## config.mk

```make
export PLATFORM = sky130hd
export DESIGN_NAME = rsfc_frame_core
export DESIGN_NICKNAME = d
export VERILOG_FILES = /design/src/sv/rsfc_pkg.sv /design/src/sv/rsfc_frame_core.sv
export SDC_FILE = /design/constraint.sdc
export NUM_CORES = 1
export LEC_CHECK = 0
export ABC_AREA = 1
export ABC_CLOCK_PERIOD_IN_PS = 9500
export CAP_MARGIN = 20
export CORE_MARGIN = 4
export CORE_UTILIZATION = 65
export CTS_CLUSTER_SIZE = 16
export DETAILED_ROUTE_END_ITERATION = 10
export DONT_BUFFER_PORTS = 1
export GPL_ROUTABILITY_DRIVEN = 1
export PLACE_DENSITY = 0.89
export SETUP_SLACK_MARGIN = 0.05
export SLEW_MARGIN = 10
export SYNTH_ARGS = -nofsm -noshare
export SYNTH_HDL_FRONTEND = slang
export SYNTH_SLANG_ARGS = --single-unit
```

## constraint.sdc

```tcl
create_clock -name clk -period 9.5 [get_ports clk]
set_clock_uncertainty 0.15 [all_clocks]
set_input_delay 1.9 -clock clk [delete_from_list [all_inputs] [get_ports clk]]
set_output_delay 1.9 -clock clk [all_outputs]
set_load 0.03 [all_outputs]
```

## src/sv/rsfc_pkg.sv

```systemverilog
// ---------------------------------------------------------------------------
// Safety frame checker package
// Frame constants, item and result types, and the Modbus CRC-16 byte step.
// ---------------------------------------------------------------------------
package rsfc_pkg;

	localparam int FRAME_BYTES = 12;
	localparam int CNT_W       = 4;
	localparam int COPY_BYTES  = 4;

	localparam logic [CNT_W-1:0] LAST_IDX  = CNT_W'(FRAME_BYTES - 1);
	localparam logic [CNT_W-1:0] COPY_END  = CNT_W'(COPY_BYTES);
	localparam logic [CNT_W-1:0] CMP_END   = CNT_W'(2 * COPY_BYTES);
	localparam logic [15:0]      CRC_INIT  = 16'hFFFF;
	localparam logic [15:0]      CRC_POLY  = 16'hA001;

	typedef struct packed {
		logic [7:0] data_byte;
		logic       first_byte;
		logic [1:0] expected_connection;
		logic [7:0] expected_seqn;
		logic       partner_valid;
	} item_t;

	typedef struct packed {
		logic       frame_valid;
		logic       both_valid;
		logic [7:0] sensor_low;
		logic [7:0] sensor_high;
		logic [5:0] fault_bits;
	} result_t;

	function automatic logic [15:0] crc_byte(input logic [15:0] crc, input logic [7:0] b);
		logic [15:0] r;
		r = crc ^ {8'h00, b};
		for (int k = 0; k < 8; k++) begin
			if (r[0]) begin
				r = (r >> 1) ^ CRC_POLY;
			end else begin
				r = r >> 1;
			end
		end
		return r;
	endfunction

endpackage

```

## src/sv/rsfc_frame_core.sv

```systemverilog
// ---------------------------------------------------------------------------
// Frame core
// Byte position, CRC register, copy store and compare, end-of-frame check.
// ---------------------------------------------------------------------------
module rsfc_frame_core (
	input  logic              clk,
	input  logic              arst_n,
	input  logic              valid_s1,
	input  rsfc_pkg::item_t   item_s1,
	input  logic              advance,
	output logic              res_valid,
	output rsfc_pkg::result_t res
);

	logic [rsfc_pkg::CNT_W-1:0] cnt_q;
	logic                       active_q;
	logic [15:0]                crc_q;
	logic                       mism_q;
	logic [7:0]                 copy_q [rsfc_pkg::COPY_BYTES];

	logic                       active_eff;
	logic [rsfc_pkg::CNT_W-1:0] idx;
	logic [15:0]                crc_next;
	logic                       mism_next;
	logic                       is_copy;
	logic                       is_cmp;
	logic                       is_last;
	logic                       good;
	logic                       step;

	always_comb begin
		active_eff = item_s1.first_byte || active_q;
		idx        = item_s1.first_byte ? '0 : cnt_q;
		crc_next   = rsfc_pkg::crc_byte(item_s1.first_byte ? rsfc_pkg::CRC_INIT : crc_q,
			item_s1.data_byte);
		is_copy    = idx < rsfc_pkg::COPY_END;
		is_cmp     = !is_copy && (idx < rsfc_pkg::CMP_END);
		mism_next  = (!item_s1.first_byte && mism_q) ||
			(is_cmp && (item_s1.data_byte != copy_q[idx[1:0]]));
		is_last    = idx == rsfc_pkg::LAST_IDX;
		step       = valid_s1 && advance && active_eff;
		good       = (crc_next == 16'h0000) && !mism_next &&
			(copy_q[0][1:0] == item_s1.expected_connection) &&
			(copy_q[3] == item_s1.expected_seqn);
	end

	assign res_valid = valid_s1 && active_eff && is_last;

	always_comb begin
		res.frame_valid = good;
		res.both_valid  = good && item_s1.partner_valid;
		res.sensor_low  = good ? copy_q[1] : 8'h00;
		res.sensor_high = good ? copy_q[2] : 8'h00;
		res.fault_bits  = good ? copy_q[0][7:2] : 6'h00;
	end

	always_ff @(posedge clk or negedge arst_n) begin
		if (!arst_n) begin
			cnt_q    <= '0;
			active_q <= 1'b0;
			crc_q    <= rsfc_pkg::CRC_INIT;
			mism_q   <= 1'b0;
		end else if (step) begin
			crc_q  <= crc_next;
			mism_q <= mism_next;
			if (is_last) begin
				active_q <= 1'b0;
				cnt_q    <= '0;
			end else begin
				active_q <= 1'b1;
				cnt_q    <= idx + 1'b1;
			end
		end
	end

	always_ff @(posedge clk) begin
		if (step && is_copy) begin
			copy_q[idx[1:0]] <= item_s1.data_byte;
		end
	end

endmodule

```

# Word level (Yosys, flattened, before mapping)
# Memory sizes are Yosys's and may differ from the RTL's.
# Cells that the tools add are included.
# op_classes
n_addsub	1
n_lt_le_gt_ge	2
n_eq_ne	4
muxes	17
bitwise	9
reduce_logical	18
# ops
cell	count
16-bit 2-to-1 mux	9
2-bit NOT with 3-bit output	8
16-bit logical NOT	1
8-bit 2-to-1 mux	2
16-bit by 8-bit XOR with 16-bit output	1
1-bit logical AND	12
8-bit equality test	1
4-bit 2-to-1 mux	2
8-bit inequality test	1
6-bit 2-to-1 mux	1
4-bit by 1-bit adder with 4-bit output, second input constant	1
4-bit equality test, second input constant	1
4-bit by 3-bit < comparator with 1-bit output, second input constant	1
4-bit < comparator, second input constant	1
1-bit logical NOT	3
1-bit 2-to-1 mux	3
2-bit equality test	1
1-bit logical OR	2
# totals
register_bits	22
mem_bits_rw	32
input_bits	24
out_inout_bits	25
wordCells	56
memories	1
# mem_list
memory	depth	word_bits	read_ports	rd_ports_with_merged_regs	wr	line	rtl
copy_q	4	8	5	0	1	rsfc_frame_core.sv:19	logic [7:0] copy_q [rsfc_pkg::COPY_BYTES];

# Logic depth before layout (Yosys ltp)
# Gate-level depths: netlist of the first run.
# logic_depth
ltp_word	23
mapped_depth	24
depth_no_buf	22

# Least setup slack after synthesis of the first run
# Ideal clock, no wire load.
# synth_timing
kind	input to output
startpoint	input item_s1[11] (netlist name)
endpoint	output res[14] (netlist name)
t_arrival_ns	4.327
required_time_ns	7.450
path_slack_ns	3.123
path_stages	20
n_path_buf	2
path_cell_list	buf_6 -> nor2_4 -> xor2_2 -> nand2_1 -> nand2_1 -> nand2_1 -> nand3_2 -> nand2_1 -> xor2_1 -> ha_1 -> inv_1 -> xor2_1 -> nor2_1 -> nand2_1 -> nor2_1 -> nand3_1 -> nor2_1 -> nand2_2 -> buf_6 -> nor2_2
# synth_lines
element	line	rtl
start: declaration	rsfc_frame_core.sv:9	input rsfc_pkg::item_t item_s1,
end: declaration	rsfc_frame_core.sv:12	output rsfc_pkg::result_t res

==> results of run 1 <==
==> cell usage in the layout, fill, tap and decap left out, types with 2 or more instances in the layout <==
| cell type | synthesis | layout |
|---|---|---|
| nand3_1 | 34 | 34 |
| nand2_1 | 122 | 122 |
| nand2_2 | 2 | 2 |
| nand3b_1 | 2 | 2 |
| nor2_2 | 23 | 23 |
| nor2_4 | 2 | 2 |
| o21ai_1 | 2 | 2 |
| clkbuf_8 | 0 | 5 |
| ha_1 | 5 | 5 |
| inv_1 | 57 | 57 |
| dfstp_2 | 16 | 16 |
| xnor2_1 | 6 | 6 |
| xor2_1 | 15 | 15 |
| xor2_2 | 3 | 3 |
| nor2_1 | 35 | 35 |
| dfrtp_1 | 6 | 6 |
| o21ai_0 | 20 | 20 |
| inv_2 | 5 | 5 |
| edfxtp_1 | 32 | 32 |
==> logic make-up after synthesis <==
kind of cell	synth area share [%]
flops	46.7
fa+ha+maj	1.91
compound gates	4.50
buf+inv	9.95
simple gates	29.9
xor+xnor	7.09
==> layout make-up <==
cell class              count  area (µm²)  share of cell area (%)
flip-flops and latches     54        1530                    45.3
multi-input cells         280        1420                    42.1
inverters                  62         233                    6.88
well taps                  67        83.8                    2.48
clock buffers               5        68.8                    2.03
clock inverters             3        42.5                    1.26
==> worst max-delay path, cell delays in order <==
cell,delay (ns)
inv_2,0.16
nand2_1,0.10
nand2_1,0.07
nand2_1,0.08
nand3_1,0.08
nand2_1,0.10
inv_2,0.10
nand2_1,0.05
nand3_1,0.08
nand2_1,0.09
xor2_1,0.16
ha_1,0.31
inv_1,0.07
xor2_1,0.19
nor2_1,0.13
nand2_1,0.07
nor2_1,0.08
nand3_1,0.07
nor2_1,0.14
nand2_2,0.37
nor2_1,0.59
==> where the power goes <==
| group | internal, mW | switching (mW) |
|---|---|---|
| logic | 0.0688 | 0.132 |
| clock network | 0.0787 | 0.0769 |
| registers | 0.303 | 0.0246 |
==> metal layers <==
metal  vias to the layer above  track usage, %  share of wire, %
met5                         -               0                 0
li1                       1248               -                 -
met4                         0            8.08               1.7
met3                        16            5.33                10
met2                       137            39.8                48
met1                      1210            31.4                40
==> worst max path at each step <==
stage	startpoint	end	slack [ns]	cells after the start
floorplan	item_s1[11]	res[14]	3.12	20
global placement	item_s1[11]	res[9]	2.54	21
detailed placement	item_s1[11]	res[9]	2.49	21
CTS	item_s1[11]	res[9]	2.47	21
global route	item_s1[11]	res[7]	2.11	21
finish	item_s1[11]	res[8]	2.46	21
==> registers in the layout, summed over array words and instances (netlist names) <==
signal    count
crc_q        16
copy_q       32
mism_q        1
active_q      1
cnt_q         4
==> per-stage QoR <==
| step | hold slack, ns | power (mW) | cells | setup slack, ns |
|---|---|---|---|---|
| final | 0.342 | 0.684 | 471 | 2.46 |
| after floorplan | 0.303 | 0.486 | 409 | 3.12 |
| after global routing | 0.371 | 0.725 | 471 | 2.11 |
| after global placement | 0.318 | 0.519 | 463 | 2.54 |
| after detailed placement | 0.331 | 0.527 | 463 | 2.49 |
| after CTS | 0.346 | 0.682 | 471 | 2.47 |
==> results.tsv, run 1 <==
metric	value	unit
largest net degree at the start of global routing	31	
synth unique cells	30	
Die Width	79.1	µm
CTS tree	yes	
YS warnings	0	
ys async rst share	40.7	%
Total Routed Length	7.25	mm
fin crit share	74.1	%
CTS H-tree lvls	2	
Final Hold Viols	0	
layout cells sized above 1	15.1	%
HP Start	crc_q[6]	
status	complete, no violations	
RSZ-0062 raised after global routing	false	
top cells by area, synth	edfxtp_1, nand2_1, dfstp_2	
most instantiated cells after synthesis	nand2_1, inv_1, nor2_1, nand3_1, edfxtp_1	
cell taking the most area after synthesis	edfxtp_1	
Die Area	6250	µm²
global-route wire length before repair	11.7	mm
Starting Density	68.1	%
Setup crit end kind	output pin	
Gate Count Post-Synth	409	
Die H	79.1	µm
Post-synth EDFFs	32	
router iterations before antenna repair	6	
clk sink count	54	
routed vias/inst	5.54	
CTS root buf	clkbuf_8	
Cell Area, Synth	3280	µm²
CORE AREA	4820	µm²
Placement Cell Area	3270	µm²
post-CTS setup buffers	0	
CTS Buf Count	5	
latest clock arrival within the worst-skew pair	0.32	ns
Hold Path Depth	2	
Final Setup Violations	0	
IO buf count	0	
Yosys top cell area share	29.3	%
final core utilization	70.2	%
post-route minimum period	7.04	ns
Hold Crit Class	flop to flop	
vias	2611	
setup TNS	0	ns
Detailed Place HPWL	5.39	mm
#FFs+latches synth	54	
leakage	1.60	nW
Iteration-0 DRC Markers	239	
Remaining Overflow, GRT	0	
DR WL/cell	15.4	µm
R2R cell count	6	
Maximum Capacitance Violations	0	
area delta synth->final	3.09	%
count leader, synth	nand2_1	
Setup CP Type	primary input to output pin	
fill count	393	
syn_area_per_cell	8.02	µm²
Net Count, Synth	438	
IO Count	49	
Post-CTS Hold Fix Bufs	0	
DR DRC count	0	
count of pins over their slew limit	0	
Pwr Density	202	nW/µm²
Nets	432	
row count	25	
cts repair resizes	0	
Tightest Pin Transition	1.03	ns
Post-synth top flop	edfxtp_1	
placer congestion estimate	0.886	
peak supply drop	0.112	mV
antenna-violating nets left	0	
reg2reg start	active_q	
number of global-route vias before repair	2467	
Data arrival, critical path	4.99	ns
Worst Path Required	7.45	ns
RR Endpoint	copy_q[0][4]	
relative slew slack	31.3	%
crit-path max FO	24	
Ant. Diodes	0	
antenna violations before repair	0	
post-route cell area	3380	µm²
Max Fclk	142	MHz
Total GRT Usage	24.1	%
Clock transition at path regs	0.09	ns
CP Launch Type	primary input	
Hold Crit Endpoint	crc_q[6]	
reg2reg setup slack	6.28	ns
clock buffer depth	2	
register area share after synthesis	46.7	%
Note: power is estimated with default switching activity, not from simulation.
==> run 2: changes to the inputs <==
--- a/config.mk
+++ b/config.mk
@@ -5,16 +5,16 @@
 export SDC_FILE = /design/constraint.sdc
 export NUM_CORES = 1
 export LEC_CHECK = 0
-export ABC_AREA = 1
-export ABC_CLOCK_PERIOD_IN_PS = 9500
+export ABC_AREA = 0
+export ABC_CLOCK_PERIOD_IN_PS = 5800
 export CAP_MARGIN = 20
 export CORE_MARGIN = 4
-export CORE_UTILIZATION = 65
+export CORE_UTILIZATION = 58
 export CTS_CLUSTER_SIZE = 16
 export DETAILED_ROUTE_END_ITERATION = 10
 export DONT_BUFFER_PORTS = 1
 export GPL_ROUTABILITY_DRIVEN = 1
-export PLACE_DENSITY = 0.89
+export PLACE_DENSITY = 0.84
 export SETUP_SLACK_MARGIN = 0.05
 export SLEW_MARGIN = 10
 export SYNTH_ARGS = -nofsm -noshare
==> constraint.sdc (replaced) <==
create_clock -name clk -period 5.8 [get_ports clk]
set_clock_uncertainty 0.15 [all_clocks]
set_input_delay 1.16 -clock clk [delete_from_list [all_inputs] [get_ports clk]]
set_output_delay 1.16 -clock clk [all_outputs]
set_load 0.03 [all_outputs]
==> results.tsv, run 2 <==
metric	value	unit	change
syn_area_per_cell	10.3	µm²	was 8.02 µm²
Gate Count Post-Synth	349		was 409
antenna-violating nets left	0		unchanged
placer congestion estimate	0.936		was 0.886
fin crit share	96.6	%	
RSZ-0062 raised after global routing	false		unchanged
reg2reg start	cnt_q[0]		was active_q
most instantiated cells after synthesis	nand2_1, edfxtp_1, xnor2_1, inv_1, nor2_1		was nand2_1, inv_1, nor2_1, nand3_1, edfxtp_1
Post-synth top flop	edfxtp_1		unchanged
Pwr Density	408	nW/µm²	was 202 nW/µm²
RR Endpoint	mism_q		was copy_q[0][4]
critical path's slowest cell	xor3_2		was nor2_1
Hold Crit Class	flop to flop		unchanged
Ant. Diodes	0		unchanged
max FFs per register	32		unchanged
latest clock arrival within the worst-skew pair	0.31	ns	was 0.32 ns
Post-CTS Hold Fix Bufs	0		unchanged
CORE AREA	5960	µm²	was 4820 µm²
Nets	387		was 432
internal power	0.903	mW	was 0.450 mW
Final Hold Viols	0		unchanged
top cells by area, synth	edfxtp_1, dfstp_2, a2111oi_2		was edfxtp_1, nand2_1, dfstp_2
Clock transition at path regs	0.09	ns	about the same
Cell Area, Synth	3590	µm²	was 3280 µm²
Net Count, Synth	378		was 438
global-route wire length before repair	14.2	mm	was 11.7 mm
Maximum Capacitance Violations	0		unchanged
YS warnings	0		unchanged
post-route minimum period	5.60	ns	
register area share after synthesis	42.6	%	was 46.7%
Setup crit end kind	output pin		unchanged
Comb power frac	48.8	%	was 29.3%
peak supply drop	0.415	mV	was 0.112 mV
Final Setup Violations	0		unchanged
crit-path max FO	24		unchanged
Max Fclk	179	MHz	
routed vias/inst	6.50		was 5.54
CTS H-tree lvls	2		unchanged
CP Launch Type	primary input		unchanged
non-filler cells, final	434		was 471
count leader, synth	nand2_1		unchanged
Setup CP Type	primary input to output pin		unchanged
Die H	86.7	µm	was 79.1 µm
IO Count	49		unchanged
status	complete, no violations		unchanged
clock buffer depth	2		unchanged
CTS root buf	clkbuf_8		unchanged
worst path cell trace	xnor2_1 -> xnor2_1 -> xor3_2 -> xnor2_2 -> ha_2 -> xor2_1 -> nand4_1 -> and4b_1 -> nand4_1 -> buf_4 -> a2111oi_2 -> buf_4		was inv_2 -> nand2_1 -> nand2_1 -> nand2_1 -> nand3_1 -> nand2_1 -> inv_2 -> nand2_1 -> nand3_1 -> nand2_1 -> xor2_1 -> ha_1 -> inv_1 -> xor2_1 -> nor2_1 -> nand2_1 -> nor2_1 -> nand3_1 -> nor2_1 -> nand2_2 -> nor2_1
area delta synth->final	9.40	%	was 3.09%
Remaining Overflow, GRT	0		unchanged
layout cells sized above 1	25.1	%	was 15.1%
R2R cell count	6		unchanged
DR WL/cell	20.5	µm	was 15.4 µm
sw power	0.700	mW	was 0.233 mW
met3 usage	6.65	%	was 5.33%
largest net degree at the start of global routing	41		was 31
vias	2820		was 2611
CTS tree	yes		unchanged
router iterations before antenna repair	7		was 6
Data arrival, critical path	4.29	ns	was 4.99 ns
crit path to	res[10]		was res[8]
worst slack, placed	0.233	ns	was 2.49 ns
#FFs+latches synth	54		unchanged
Fin Hold WS	0.322	ns	was 0.342 ns
Total GRT Usage	24.5	%	was 24.1%
Iteration-0 DRC Markers	333		was 239
GRT met1 Usage	32.4	%	was 31.4%
relative slew slack	29.9	%	was 31.3%
synth unique cells	56		was 30
Starting Density	60.3	%	was 68.1%
antenna violations before repair	0		unchanged
clk sink count	54		unchanged
post-CTS setup buffers	0		unchanged
leakage	1.47	nW	was 1.60 nW
crit-path max cell delay	0.53	ns	was 0.59 ns
HP Start	crc_q[7]		was crc_q[6]
clock group share of total power	15.7	%	was 22.8%
count of pins over their slew limit	0		unchanged
Sw Ratio	43.7	%	was 34.1%
reg2reg setup slack	2.39	ns	was 6.28 ns
IO buf count	0		unchanged
DP Cell Count	426		was 463
commonest non-fill, non-tap cells in the layout	nand2_1, edfxtp_1, buf_4		was nand2_1, inv_1, nor2_1
Post-synth EDFFs	32		unchanged
Yosys top cell area share	26.7	%	was 29.3%
row count	28		was 25
number of global-route vias before repair	2764		was 2467
Die Area	7520	µm²	was 6250 µm²
met2 usage	38.8	%	was 39.8%
busiest metal layer after global routing	met2		unchanged
DR DRC count	0		unchanged
Critical Path Source	item_s1[13]		was item_s1[11]
Pwr Total	1.60	mW	was 0.684 mW
cell taking the most area after synthesis	edfxtp_1		unchanged
CTS Buf Count	5		unchanged
Total Routed Length	8.89	mm	was 7.25 mm
Die Width	86.7	µm	was 79.1 µm
Tightest Pin Transition	1.05	ns	was 1.03 ns
sequential fraction of design power	35.5	%	was 47.9%
final worst setup slack	0.199	ns	was 2.46 ns
Detailed Place HPWL	6.26	mm	was 5.39 mm
Worst Path Required	4.49	ns	was 7.45 ns
most common cell after layout, fill and taps aside	nand2_1		unchanged
ys async rst share	40.7	%	unchanged
run 2: worst min-delay path by stage:
| stage | depth (start not counted) | endpoint | slack, ns |
|---|---|---|---|
| detailed placement | 2 | crc_q[7] | 0.30 |
| CTS | 2 | crc_q[7] | 0.32 |
| floorplan | 2 | crc_q[7] | 0.29 |
| global placement | 2 | crc_q[7] | 0.30 |
| global route | 2 | crc_q[10] | 0.35 |
| finish | 2 | crc_q[7] | 0.32 |
run 2: area by class of cell:
class | count | area, µm²
multi-input combinational | 237 | 1860
timing repair buffer | 30 | 225
sequential | 54 | 1530
fill | 458 | 2020
clock inverter | 2 | 37.5
inverter | 30 | 113
clock buffer | 6 | 72.6
tap | 75 | 93.8
run 2: routing by layer:
| metal | vias up | part of all wire (%) |
|---|---|---|
| li1 | 1281 | - |
| met1 | 1326 | 40 |
| met2 | 177 | 46 |
| met3 | 36 | 11 |
| met4 | 0 | 2.9 |
| met5 | - | 0 |
run 2: power by group through the flow:
stage               sequential (mW)  clock (mW)  combinational, mW
finish                        0.568       0.252              0.782
detailed placement            0.575           0              0.741
global placement              0.570           0              0.717
floorplan                     0.542           0              0.549
global route                  0.578       0.271              0.842
CTS                           0.567       0.257              0.759
run 2: stage by stage:
| step | utilization [%] | setup TNS [ns] | instance area [µm²] |
|---|---|---|---|
| 6_report | 66.0 | 0 | 3930 |
| 4_1_cts | 65.8 | 0 | 3920 |
| 3_3_place_gp | 64.0 | 0 | 3810 |
| 2_1_floorplan | - | -0.194 | 3600 |
| 3_5_place_dp | 64.0 | 0 | 3810 |
| 5_1_grt | 66.0 | 0 | 3930 |
run 2: timing repair:
action	4_1_cts	5_1_grt
endpoints found under the setup margin	0	23
endpoints found under the hold margin	0	0
resized for setup	0	3
run 2: kinds of logic after synthesis:
| family | share of synthesized area (%) |
|---|---|
| xor+xnor | 10.9 |
| flops | 42.6 |
| fa+ha+maj | 1.74 |
| compound gates | 21.4 |
| buf+inv | 7.35 |
| simple gates | 13.2 |
| mux | 2.82 |
run 2: critical path, delay by kind of cell:
| kind | cells | cell delay [ns] |
|---|---|---|
| adders and majority gates | 1 | 0.42 |
| buffers and inverters | 2 | 0.50 |
| and+or+nand+nor | 3 | 0.46 |
| xor gates and xnor gates | 5 | 1.37 |
| AOI/OAI and AO/OA | 1 | 0.36 |
